$ cat src/rtl/core/assert_macros.svh
`ifndef ASSERT_MACROS_SVH
`define ASSERT_MACROS_SVH
// concurrent checks on the local clk, off while rst is high
`define GPG_ASSERT(label, prop, msg) \
  label: assert property (@(posedge clk) disable iff (rst) prop) else $error(msg);
// implication form: cond at an edge requires expr at that edge
`define GPG_ASSERT_IMPL(label, cond, expr, msg) \
  label: assert property (@(posedge clk) disable iff (rst) (cond) |-> (expr)) else $error(msg);
`endif

$ cat src/rtl/core/gpg_pkg.sv
package gpg_pkg;

  localparam int COORD_BITS = 12;
  localparam int PT_W       = 15;
  localparam int DIFF_W     = 16;
  localparam int AX_W       = 17;
  localparam int PROD_W     = DIFF_W + AX_W;
  localparam int NUM_W      = PROD_W + 1;
  localparam int LEN_W      = 32;
  localparam int D2_W       = 2 * DIFF_W;
  localparam int SQ_IN_W    = D2_W + 8;
  localparam int ROOT_W     = SQ_IN_W / 2;
  localparam int SQ_RW      = ROOT_W + 2;
  localparam int RAD_W      = 16;
  localparam int DIV_W      = 32;
  localparam int Q_W        = 8;
  localparam int T_W        = Q_W + 1;
  localparam int COLOR_W    = 32;
  localparam int CH_W       = 8;
  localparam int N_CH       = COLOR_W / CH_W;
  localparam int BL_W       = 20;
  localparam int CFG_IDX_W  = 3;
  localparam int CFG_DATA_W = 32;

  localparam logic [T_W-1:0] T_ONE = T_W'(256);

  // register indexes
  localparam logic [CFG_IDX_W-1:0] REG_MODE        = 3'd0;
  localparam logic [CFG_IDX_W-1:0] REG_COLOR_START = 3'd1;
  localparam logic [CFG_IDX_W-1:0] REG_COLOR_END   = 3'd2;
  localparam logic [CFG_IDX_W-1:0] REG_POINT_X0    = 3'd3;
  localparam logic [CFG_IDX_W-1:0] REG_POINT_Y0    = 3'd4;
  localparam logic [CFG_IDX_W-1:0] REG_POINT_X1    = 3'd5;
  localparam logic [CFG_IDX_W-1:0] REG_POINT_Y1    = 3'd6;
  localparam logic [CFG_IDX_W-1:0] REG_RADIUS      = 3'd7;

  typedef struct packed {
    logic                    mode;
    logic [COLOR_W-1:0]      color_start;
    logic [COLOR_W-1:0]      color_end;
    logic signed [PT_W-1:0]  x0;
    logic signed [PT_W-1:0]  y0;
    logic signed [PT_W-1:0]  x1;
    logic signed [PT_W-1:0]  y1;
    logic [RAD_W-1:0]        radius;
  } cfg_t;

  // per-pixel values after the product stages
  typedef struct packed {
    logic                    radial;
    logic signed [NUM_W-1:0] num;
    logic [LEN_W-1:0]        len2;
    logic [D2_W-1:0]         d2;
  } pre_t;

  // fraction source carried alongside the divider
  typedef struct packed {
    logic           use_div;
    logic [T_W-1:0] fixed_t;
  } div_side_t;

endpackage

$ cat src/rtl/core/gpg_if.sv


interface gpg_pix_out_if import gpg_pkg::*; ();
  logic               valid;
  logic               ready;
  logic [COLOR_W-1:0] pixel_argb;
  modport source (output valid, pixel_argb, input ready);
  modport sink (input valid, pixel_argb, output ready);
endinterface


$ cat src/rtl/core/gpg_blend.sv
`include "assert_macros.svh"

module gpg_blend import gpg_pkg::*; (
  input  logic           clk,
  input  logic           rst,
  input  logic           in_v,
  input  div_side_t      side,
  input  logic [Q_W-1:0] q,
  input  cfg_t           regs,
  output logic           en,
  gpg_pix_out_if.source  pix_out
);

  logic [T_W-1:0]          t_c;
  logic signed [CH_W+1:0]  delta [N_CH];
  logic signed [BL_W-1:0]  prod  [N_CH];
  logic [COLOR_W-1:0]      argb_c;

  logic                    bl_v;
  logic [COLOR_W-1:0]      bl_argb;
  logic                    out_v;
  logic [COLOR_W-1:0]      out_argb;
  logic                    skid_v;
  logic [COLOR_W-1:0]      skid_argb;
  logic                    pop;

  always_comb begin
    t_c    = side.use_div ? {1'b0, q} : side.fixed_t;
    argb_c = '0;
    for (int c = 0; c < N_CH; c++) begin
      delta[c] = $signed({2'b00, regs.color_end[CH_W*c +: CH_W]})
               - $signed({2'b00, regs.color_start[CH_W*c +: CH_W]});
      prod[c]  = delta[c] * $signed({1'b0, t_c}) + BL_W'(128);
      // floor of the rounded product over 256, taken mod 256
      argb_c[CH_W*c +: CH_W] = regs.color_start[CH_W*c +: CH_W] + prod[c][2*CH_W-1:CH_W];
    end
  end

  assign en  = !skid_v;
  assign pop = out_v && pix_out.ready;

  always_ff @(posedge clk) begin
    if (rst) begin
      bl_v   <= 1'b0;
      out_v  <= 1'b0;
      skid_v <= 1'b0;
    end else begin
      if (en) begin
        bl_v <= in_v;
      end
      if (skid_v) begin
        if (pop) begin
          skid_v <= 1'b0;
        end
      end else if (bl_v) begin
        if (out_v && !pop) begin
          skid_v <= 1'b1;
        end else begin
          out_v <= 1'b1;
        end
      end else if (pop) begin
        out_v <= 1'b0;
      end
    end
  end

  always_ff @(posedge clk) begin
    if (en) begin
      bl_argb <= argb_c;
    end
    if (skid_v) begin
      if (pop) begin
        out_argb <= skid_argb;
      end
    end else if (bl_v) begin
      if (out_v && !pop) begin
        skid_argb <= bl_argb;
      end else begin
        out_argb <= bl_argb;
      end
    end
  end

  assign pix_out.valid      = out_v;
  assign pix_out.pixel_argb = out_argb;

  `GPG_ASSERT(a_skid_behind_out, (skid_v |-> out_v), "skid entry held without output entry")
  `GPG_ASSERT_IMPL(a_skid_fill, $rose(skid_v), $past(out_v && !pix_out.ready),
    "skid filled while output was free")
  `GPG_ASSERT_IMPL(a_fixed_t, in_v && !side.use_div,
    side.fixed_t == '0 || side.fixed_t == T_ONE, "fixed fraction not at an end")

endmodule

$ cat src/flat_wrapper.sv
// flat-port wrapper written by rule: the top's interface ports become plain ports
module gpg_blend_flat import gpg_pkg::*;
  (clk, rst, in_v, side, q, regs, en, pix_out_valid, pix_out_pixel_argb, pix_out_ready);
  gpg_pix_out_if pix_out_i ();
  input  logic clk;
  input  logic rst;
  input  logic in_v;
  input  div_side_t side;
  input  logic [Q_W-1:0] q;
  input  cfg_t regs;
  output logic en;
  output wire logic [$bits(pix_out_i.valid)-1:0] pix_out_valid;
  output wire logic [$bits(pix_out_i.pixel_argb)-1:0] pix_out_pixel_argb;
  input wire logic [$bits(pix_out_i.ready)-1:0] pix_out_ready;
  assign pix_out_valid = pix_out_i.valid;
  assign pix_out_pixel_argb = pix_out_i.pixel_argb;
  assign pix_out_i.ready = pix_out_ready;
  gpg_blend u_core (.clk(clk), .rst(rst), .in_v(in_v), .side(side), .q(q), .regs(regs), .en(en), .pix_out(pix_out_i));
endmodule
$ cat config.mk
export PLATFORM = sky130hd
export DESIGN_NAME = gpg_blend_flat
export DESIGN_NICKNAME = d
export VERILOG_FILES = /design/src/rtl/core/gpg_pkg.sv /design/src/rtl/core/gpg_if.sv /design/src/rtl/core/gpg_blend.sv /design/src/flat_wrapper.sv
export VERILOG_INCLUDE_DIRS = /design/src /design/src/rtl/core
export SDC_FILE = /design/constraint.sdc
export NUM_CORES = 1
export LEC_CHECK = 0
export BUFFER_PORTS_ARGS = -buffer_cell sky130_fd_sc_hd__clkbuf_2
export CAP_MARGIN = 40
export CORE_MARGIN = 10
export CORE_UTILIZATION = 60
export CTS_BUF_LIST = sky130_fd_sc_hd__clkbuf_4 sky130_fd_sc_hd__clkbuf_8 sky130_fd_sc_hd__clkbuf_16
export DETAILED_ROUTE_END_ITERATION = 10
export HOLD_SLACK_MARGIN = 0.08
export MAX_ROUTING_LAYER = met4
export PLACE_DENSITY = 0.92
export REMOVE_ABC_BUFFERS = 1
export SYNTH_ARGS = -nofsm -noshare
export SYNTH_HDL_FRONTEND = slang
export SYNTH_SLANG_ARGS = --single-unit
$ cat constraint.sdc
create_clock -name clk -period 24.3 [get_ports clk]
set_input_delay 3.645 -clock clk [delete_from_list [all_inputs] [get_ports clk]]
set_output_delay 3.645 -clock clk [all_outputs]
set_load 0.1 [all_outputs]
==> flow_metrics.env, run 1 <==
export IMPL_fin_skew_ps=9.88
export IMPL_synth_edf_count=96
export IMPL_num_vias=11300
export IMPL_ys_warn_count=0
export IMPL_layout_nets=2180
export IMPL_r2r_start="u_core.skid_v$_SDFF_PP0_"
export IMPL_grt_pass1_vias=12600
export IMPL_cts_made_buffers=9
export IMPL_yosysUniqueCellTypes=55
export IMPL_synth_seq_cells=99
export IMPL_synth_area_per_cell_um2=10.0
export IMPL_hold_viol=0
export IMPL_cts_sinks=99
export IMPL_drtIter0Drc=823
export IMPL_drv_cap=0
export IMPL_period_minus_slack_ps=11120
export IMPL_worst_pin_slew_ps=963
export IMPL_crit_start="regs[126]"
export IMPL_fmax_mhz=89.9
export IMPL_dieArea_um2=31700
export IMPL_cts_root_buf="clkbuf_16"
export IMPL_hold_class="reg -> reg"
export IMPL_cts_tree="yes"
export IMPL_reg2reg_to="u_core.skid_argb[27]$_DFFE_PP_"
export IMPL_cp_start_kind="input port"
export IMPL_drt_pass1_iter_count=5
export IMPL_relSlewSlack_pct=35.3
export IMPL_core_area_um2=24500
export IMPL_synth_largest_area_cell="fa_1"
export IMPL_route_detailed_drc=0
export IMPL_setup_viol=0
export IMPL_ys_seq_area_share_pct=19.6
export IMPL_h_tree_depth=3
export IMPL_synthFlopType="edfxtp_1"
export IMPL_syn_inst=1494
export IMPL_slew_violations=0
export IMPL_antenna_found_initial=0
export IMPL_synthArstFlopShare_pct=0
export IMPL_grt_first_pass_wirelength_um=60400
export IMPL_fin_tns_setup_ps=0
export IMPL_holdWs_ps=450
export IMPL_cp_arrival_ps=11230
export IMPL_utilization_pct=67.0
export IMPL_reg2reg_depth=5
export IMPL_gp_congestion=0.890
export IMPL_final_cell_mix="inv_1 (242), fa_1 (208), nor2_1 (205)"
export IMPL_row_count=57
export IMPL_worst_path_buf_inv=5
export IMPL_boundaryPins=197
export IMPL_hold_end="u_core.skid_argb[5]$_DFFE_PP_"
export IMPL_io_buffers=119
export IMPL_synth_area_um2=15000
export IMPL_wl_um=37100
export IMPL_cp_max_fo=9
export IMPL_path_class="in -> reg"
export IMPL_grt_overflow_total=0
export IMPL_rsz0062_at_grt="no"
export IMPL_dp_hpwl_um=28800
export IMPL_cts_clk_slew_worst_paths_ps=80
export IMPL_wire_per_inst_um=19.1
export IMPL_finalCritPeriodShare_pct=45.8
export IMPL_vias_per_cell=5.84
export IMPL_syn_to_final_growth_pct=9.32
export IMPL_synth_top_area_share_pct=27.8
export IMPL_cp_depth=30
export IMPL_ant_nets=0
export IMPL_diodes=0
export IMPL_r2r_slack_ps=22260
export IMPL_die_w_um=178
export IMPL_crit_family="adder cells"
export IMPL_cts_setup_buffers=0
export IMPL_slowest_stage="xor2_1"
export IMPL_clock_latency_ps=360
export IMPL_critPathMaxStageDelay_ps=700
export IMPL_ctsResizeCount=0
export IMPL_critPathRequiredTime_ps=24420
export IMPL_grt_max_degree=33
export IMPL_initial_utilization_pct=61.3
export IMPL_clk_path_buf_depth=2
export IMPL_hold_buffers=0
export IMPL_drive_above_1_share_pct=14.0
export IMPL_status="finished clean"
export IMPL_hp_start="u_core.bl_argb[5]$_DFFE_PN_"
export IMPL_crit_top_cell="fa_1"
export IMPL_crit_path_end_kind="flip-flop"
export IMPL_fp_dieH_um=178
export IMPL_yosys_top_cells_area="fa_1 (28%), edfxtp_1 (19%), ha_1 (16%)"
export IMPL_final_common_cell="inv_1"
export IMPL_grt_use_total_pct=24.4
export IMPL_hold_depth=0
[worst max path at each step]
| stage | to | slack [ps] |
|---|---|---|
| 3_5_place_dp | u_core.bl_argb[23]$_DFFE_PN_ | 12870 |
| 4_1_cts | u_core.bl_argb[23]$_DFFE_PN_ | 13250 |
| 3_3_place_gp | u_core.bl_argb[23]$_DFFE_PN_ | 13030 |
| 6_report | u_core.bl_argb[23]$_DFFE_PN_ | 13180 |
| 5_1_grt | u_core.bl_argb[23]$_DFFE_PN_ | 12840 |
| 2_1_floorplan | u_core.bl_argb[23]$_DFFE_PN_ | 13620 |
[kinds of logic (layout without fill, tap and decap cells)]
family	Yosys count	in the layout	synth area share, %
adders and majority gates	404	404	44.1
buffers and inverters	273	397	6.85
and+or+nand+nor	429	429	13.3
xor gates and xnor gates	102	102	6.32
DFF	99	99	19.6
muxes	47	47	3.46
AOI/OAI and AO/OA	140	140	6.33
[registers in the layout, indices dropped and copies added, names as in the netlist]
| name | cells |
|---|---|
| u_core.bl_argb | 32 |
| u_core.bl_v | 1 |
| u_core.pix_out.pixel_argb | 32 |
| u_core.pix_out.valid | 1 |
| u_core.skid_argb | 32 |
| u_core.skid_v | 1 |
[routing by layer]
metal | up-vias | share of wire [%] | track usage, %
met5 | - | 0 | -
met4 | 0 | 4.8 | 11.6
met3 | 188 | 9.7 | 4.93
met2 | 557 | 51 | 42.3
met1 | 5548 | 34 | 26.5
li1 | 5045 | - | -
[through the flow]
stage | std cells | setup slack, ps | cell area [um^2]
floorplan | 1464 | 13620 | 14900
global placement | 1921 | 13030 | 16000
detailed placement | 1925 | 12870 | 16100
CTS | 1941 | 13250 | 16400
global route | 1942 | 12840 | 16400
finish | 1942 | 13180 | 16400
[layout make-up]
type                    count  area [um^2]
clock buffers               9          225
clock inverters             7         58.8
fillers                  1657         8060
inverters                 243          912
multi-input cells        1122        11100
flip-flops and latches     99         2940
well taps                 324          405
repair buffers            138          798
[worst reg2reg max path, delay by kind of cell, from the launching register on]
kind | cells | cell delay, ps
DFF | 1 | 470
and+or+nand+nor | 2 | 280
buffers and inverters | 3 | 930
[synth_stat cells, drive strengths merged, types with 4 or more instances]
| master | number |
|---|---|
| a211oi | 6 |
| a21boi | 5 |
| a21o | 17 |
| a21oi | 44 |
| a31oi | 5 |
| and2 | 6 |
| clkbuf | 27 |
| edfxtp | 96 |
| fa | 208 |
| ha | 196 |
| inv | 243 |
| mux2 | 39 |
| mux2i | 8 |
| nand2 | 72 |
| nand2b | 88 |
| nor2 | 206 |
| nor2b | 15 |
| nor3 | 9 |
| o211ai | 9 |
| o21a | 7 |
| o21ai | 32 |
| o41ai | 6 |
| or2 | 13 |
| xnor2 | 62 |
| xnor3 | 4 |
| xor2 | 36 |
Power of run 1 is left out: the tool's default activity adds up to more than one toggle a clock period on the data nets, which glitch-free logic cannot reach.
==> inputs of run 2 (changes only) <==
--- a/config.mk
+++ b/config.mk
@@ -9,12 +9,12 @@
 export BUFFER_PORTS_ARGS = -buffer_cell sky130_fd_sc_hd__clkbuf_2
 export CAP_MARGIN = 40
 export CORE_MARGIN = 10
-export CORE_UTILIZATION = 60
+export CORE_UTILIZATION = 55
 export CTS_BUF_LIST = sky130_fd_sc_hd__clkbuf_4 sky130_fd_sc_hd__clkbuf_8 sky130_fd_sc_hd__clkbuf_16
 export DETAILED_ROUTE_END_ITERATION = 10
 export HOLD_SLACK_MARGIN = 0.08
 export MAX_ROUTING_LAYER = met4
-export PLACE_DENSITY = 0.92
+export PLACE_DENSITY = 0.9
 export REMOVE_ABC_BUFFERS = 1
 export SYNTH_ARGS = -nofsm -noshare
 export SYNTH_HDL_FRONTEND = slang
==> constraint.sdc (replaced) <==
create_clock -name clk -period 9.29 [get_ports clk]
set_input_delay 1.3935 -clock clk [delete_from_list [all_inputs] [get_ports clk]]
set_output_delay 1.3935 -clock clk [all_outputs]
set_load 0.1 [all_outputs]
==> run 2 against run 1 <==
Against the previous run: worst hold slack got worse by 2.7 ps; sequential share of layout area fell by 0.21 points; non-clock buffer count rose by 28; critical path depth rose by 1; sequential cell count did not move; die area rose by 8.0%; final cell count rose by 2.3%; critical path type unchanged; largest cell class unchanged.
==> flow_metrics.env, run 2 (synthesized netlist as in run 1, its figures left out) <==
export IMPL_hold_end="u_core.skid_argb[16]$_DFFE_PP_"
export IMPL_clock_latency_ps=360
export IMPL_final_common_cell="inv_1"
export IMPL_grt_use_total_pct=23.0
export IMPL_syn_to_final_growth_pct=10.6
export IMPL_grt_pass1_vias=12600
export IMPL_dp_hpwl_um=29600
export IMPL_die_w_um=185
export IMPL_diodes=0
export IMPL_drive_above_1_share_pct=15.5
export IMPL_setup_viol=0
export IMPL_layout_nets=2208
export IMPL_nFillCells=2000
export IMPL_cts_setup_buffers=0
export IMPL_dieArea_um2=34300
export IMPL_num_vias=11400
export IMPL_cts_made_buffers=9
export IMPL_multi_input_area_um2=11100
export IMPL_crit_path_end_kind="flip-flop"
export IMPL_r2r_slack_ps=6400
export IMPL_status="finished clean"
export IMPL_cp_max_fo=3
export IMPL_core_area_um2=26900
export IMPL_worst_path_buf_inv=4
export IMPL_clk_path_buf_depth=2
export IMPL_crit_family="adder cells"
export IMPL_slowest_stage="fa_1"
export IMPL_vias_per_cell=5.71
export IMPL_hold_buffers=0
export IMPL_fin_skew_ps=12.7
export IMPL_r2r_start="u_core.skid_v$_SDFF_PP0_"
export IMPL_wl_um=36900
export IMPL_drv_cap=0
export IMPL_period_minus_slack_ps=8620
export IMPL_crit_top_cell="fa_1"
export IMPL_crit_start="regs[92]"
export IMPL_cts_sinks=99
export IMPL_route_detailed_drc=0
export IMPL_h_tree_depth=3
export IMPL_worst_pin_slew_ps=835
export IMPL_hold_viol=0
export IMPL_antenna_found_initial=0
export IMPL_gp_congestion=0.943
export IMPL_cp_arrival_ps=8730
export IMPL_reg2reg_to="u_core.skid_argb[24]$_DFFE_PP_"
export IMPL_io_buffers=119
export IMPL_slew_violations=0
export IMPL_grt_max_degree=39
export IMPL_fin_tns_setup_ps=0
export IMPL_finalCritPeriodShare_pct=92.7
export IMPL_hold_class="reg -> reg"
export IMPL_reg2reg_depth=6
export IMPL_boundaryPins=197
export IMPL_wire_per_inst_um=18.6
export IMPL_critPathMaxStageDelay_ps=490
export IMPL_cts_tree="yes"
export IMPL_fp_dieH_um=185
export IMPL_drtIter0Drc=722
export IMPL_cts_root_buf="clkbuf_16"
export IMPL_ant_nets=0
export IMPL_cp_start_kind="input port"
export IMPL_cts_clk_slew_worst_paths_ps=80
export IMPL_grt_overflow_total=0
export IMPL_ctsResizeCount=0
export IMPL_drt_pass1_iter_count=8
export IMPL_grt_first_pass_wirelength_um=61300
export IMPL_critPathRequiredTime_ps=9400
export IMPL_path_class="in -> reg"
export IMPL_seq_area_um2=2940
export IMPL_row_count=60
export IMPL_fmax_mhz=116
export IMPL_rsz0062_at_grt="no"
export IMPL_initial_utilization_pct=55.8
export IMPL_hp_start="u_core.bl_argb[16]$_DFFE_PN_"
export IMPL_final_cell_mix="inv_1 (242), fa_1 (208), nor2_1 (205)"
export IMPL_hold_depth=0
export IMPL_relSlewSlack_pct=44.3
-- run 2: changes by cell type in the layout (fill, tap and decap cells not counted), sizes merged --
cell / before / now
buf: 18 / 47
clkbuf: 129 / 128
-- run 2: how the worst max path moves through the flow --
stage / end / depth (start not counted)
2_1_floorplan: u_core.bl_argb[23]$_DFFE_PN_ / 30
3_3_place_gp: u_core.bl_argb[23]$_DFFE_PN_ / 31
3_5_place_dp: u_core.bl_argb[23]$_DFFE_PN_ / 31
4_1_cts: u_core.bl_argb[23]$_DFFE_PN_ / 31
5_1_grt: u_core.bl_argb[23]$_DFFE_PN_ / 31
6_report: u_core.bl_argb[23]$_DFFE_PN_ / 31
-- run 2: area by class of cell --
class                      instances  share of cell area, %
timing repair buffer             166                   5.84
clock buffer                       9                   1.36
clock inverter                     7                  0.369
inverter                         243                   5.50
sequential                        99                   17.7
tap                              341                   2.57
multi-input combinational       1122                   66.6
-- run 2: routing by layer --
metal / vias up / GRT usage (%) / wire length [um]
met5: - / - / 0
li1: 5094 / - / -
met4: 0 / 11.0 / 1720
met2: 510 / 40.3 / 19100
met3: 165 / 4.15 / 2700
met1: 5581 / 24.9 / 13400
-- run 2: through the flow --
stage | hold slack (ps) | worst slack (ps) | util [%] | cells | area [um^2]
finish | 448 | 674 | 61.7 | 1987 | 16600
global route | 457 | 345 | 61.7 | 1987 | 16600
CTS | 448 | 734 | 61.7 | 1987 | 16600
detailed placement | 431 | 437 | 60.7 | 1971 | 16300
global placement | 429 | 541 | 60.6 | 1970 | 16300
floorplan | 422 | 861 | - | 1464 | 14900
Power of run 2 is left out for the same reason.
==> inputs of run 3 (changes only) <==
--- a/config.mk
+++ b/config.mk
@@ -8,8 +8,11 @@
 export LEC_CHECK = 0
 export BUFFER_PORTS_ARGS = -buffer_cell sky130_fd_sc_hd__clkbuf_2
 export CAP_MARGIN = 40
+export CELL_PAD_IN_SITES_DETAIL_PLACEMENT = 0
+export CELL_PAD_IN_SITES_GLOBAL_PLACEMENT = 1
+export CORE_ASPECT_RATIO = 0.9
 export CORE_MARGIN = 10
-export CORE_UTILIZATION = 55
+export CORE_UTILIZATION = 43
 export CTS_BUF_LIST = sky130_fd_sc_hd__clkbuf_4 sky130_fd_sc_hd__clkbuf_8 sky130_fd_sc_hd__clkbuf_16
 export DETAILED_ROUTE_END_ITERATION = 10
 export HOLD_SLACK_MARGIN = 0.08
==> constraint.sdc (replaced) <==
create_clock -name clk -period 9.29 [get_ports clk]
set_input_delay 0.929 -clock clk [delete_from_list [all_inputs] [get_ports clk]]
set_output_delay 0.929 -clock clk [all_outputs]
set_load 0.1 [all_outputs]
==> run 3 against run 2 <==
Against the previous run: clock skew down 6.0 ps; first-iteration DRC count is 18% lower; critical path depth did not move; largest cell class unchanged; wire length fell by 0.25%.
==> flow_metrics.env, run 3 (synthesized netlist as in run 1, its figures left out) <==
export IMPL_status="finished clean"
export IMPL_die_w_um=217
export IMPL_drv_cap=0
export IMPL_grt_max_degree=39
export IMPL_finalCritPeriodShare_pct=89.1
export IMPL_grt_first_pass_wirelength_um=60400
export IMPL_hold_class="reg -> reg"
export IMPL_num_vias=10800
export IMPL_nFillCells=3150
export IMPL_boundaryPins=197
export IMPL_cts_tree="yes"
export IMPL_clock_latency_ps=360
export IMPL_rsz0062_at_grt="no"
export IMPL_drive_above_1_share_pct=15.3
export IMPL_grt_pass1_vias=11900
export IMPL_io_buffers=119
export IMPL_relSlewSlack_pct=41.4
export IMPL_ctsResizeCount=0
export IMPL_crit_top_cell="fa_1"
export IMPL_h_tree_depth=3
export IMPL_cts_made_buffers=9
export IMPL_setup_viol=0
export IMPL_antenna_found_initial=1
export IMPL_fin_tns_setup_ps=0
export IMPL_cp_max_fo=3
export IMPL_critPathRequiredTime_ps=9400
export IMPL_vias_per_cell=5.12
export IMPL_fmax_mhz=121
export IMPL_cp_start_kind="input port"
export IMPL_slew_violations=0
export IMPL_final_common_cell="inv_1"
export IMPL_drtIter0Drc=590
export IMPL_clk_path_buf_depth=2
export IMPL_cts_sinks=99
export IMPL_drt_pass1_iter_count=5
export IMPL_slowest_stage="fa_1"
export IMPL_multi_input_area_um2=11100
export IMPL_layout_nets=2204
export IMPL_path_class="in -> reg"
export IMPL_critPathMaxStageDelay_ps=500
export IMPL_cts_setup_buffers=0
export IMPL_final_cell_mix="inv_1 (242), fa_1 (208), nor2_1 (205)"
export IMPL_dieArea_um2=42800
export IMPL_wire_per_inst_um=17.5
export IMPL_core_area_um2=34200
export IMPL_row_count=64
export IMPL_gp_congestion=0.910
export IMPL_hold_buffers=0
export IMPL_route_detailed_drc=0
export IMPL_worst_pin_slew_ps=879
export IMPL_fin_skew_ps=6.68
export IMPL_dp_hpwl_um=30000
export IMPL_fp_dieH_um=197
export IMPL_hold_viol=0
export IMPL_syn_to_final_growth_pct=11.5
export IMPL_grt_overflow_total=0
export IMPL_grt_use_total_pct=18.1
export IMPL_seq_area_um2=2940
export IMPL_cts_clk_slew_worst_paths_ps=60
export IMPL_ant_nets=0
export IMPL_cp_arrival_ps=8390
export IMPL_cts_root_buf="clkbuf_16"
export IMPL_crit_path_end_kind="flip-flop"
export IMPL_wl_um=36800
export IMPL_period_minus_slack_ps=8280
export IMPL_initial_utilization_pct=43.9
## run 3: cell count changes in the layout (fill, tap and decap cells not counted), sizes merged
cell / previous run / this run
buf: 47 / 43
diode: 0 / 1
clkinvlp: 1 / 3
inv: 246 / 243
clkinv: 3 / 1
clkbuf: 128 / 131
## run 3: critical path, delay by kind of cell
family	cells	cell delay, ps
fa+ha+maj	9	3380
simple gates	6	1410
compound gates	8	1290
xor+xnor	4	1160
buf+inv	4	230
## run 3: final timing paths
| kind | start | end | slack (ps) | depth (start not counted) |
|---|---|---|---|---|
| setup reg to reg | u_core.skid_v$_SDFF_PP0_ | u_core.skid_argb[23]$_DFFE_PP_ | 6950 | 6 |
| setup / recovery | regs[92] | u_core.bl_argb[23]$_DFFE_PN_ | 1010 | 31 |
| hold reg to reg | u_core.bl_argb[6]$_DFFE_PN_ | u_core.skid_argb[6]$_DFFE_PP_ | 450 | 0 |
| hold / removal | u_core.bl_argb[6]$_DFFE_PN_ | u_core.skid_argb[6]$_DFFE_PP_ | 450 | 0 |
## run 3: area by class of cell
type / instances / area share (%)
Timing Repair Buffer: 162 / 5.71
Tap cell: 462 / 3.46
Antenna cell: 1 / 0.0150
Sequential cell: 99 / 17.6
Clock inverter: 4 / 0.165
Clock buffer: 12 / 1.48
Inverter: 243 / 5.45
Multi-Input combinational cell: 1122 / 66.1
## run 3: through the flow
stage / area (um^2) / hold WS (ps) / util, % / std cells / setup WS [ps]
2_1_floorplan: 14900 / 422 / - / 1464 / 1330
3_3_place_gp: 16400 / 430 / 47.9 / 2084 / 766
3_5_place_dp: 16400 / 434 / 48.1 / 2087 / 634
4_1_cts: 16700 / 443 / 48.9 / 2103 / 976
5_1_grt: 16700 / 459 / 48.9 / 2105 / 633
6_report: 16700 / 446 / 48.9 / 2105 / 1010
## run 3: routing by layer
metal | global-route usage (%) | vias to the layer above | wire length [um]
met5 | - | - | 0
met4 | 6.29 | 0 | 996
met3 | 2.50 | 54 | 1700
met2 | 31.1 | 256 | 18600
met1 | 21.5 | 5389 | 15500
li1 | - | 5085 | -
Power of run 3 is left out for the same reason.
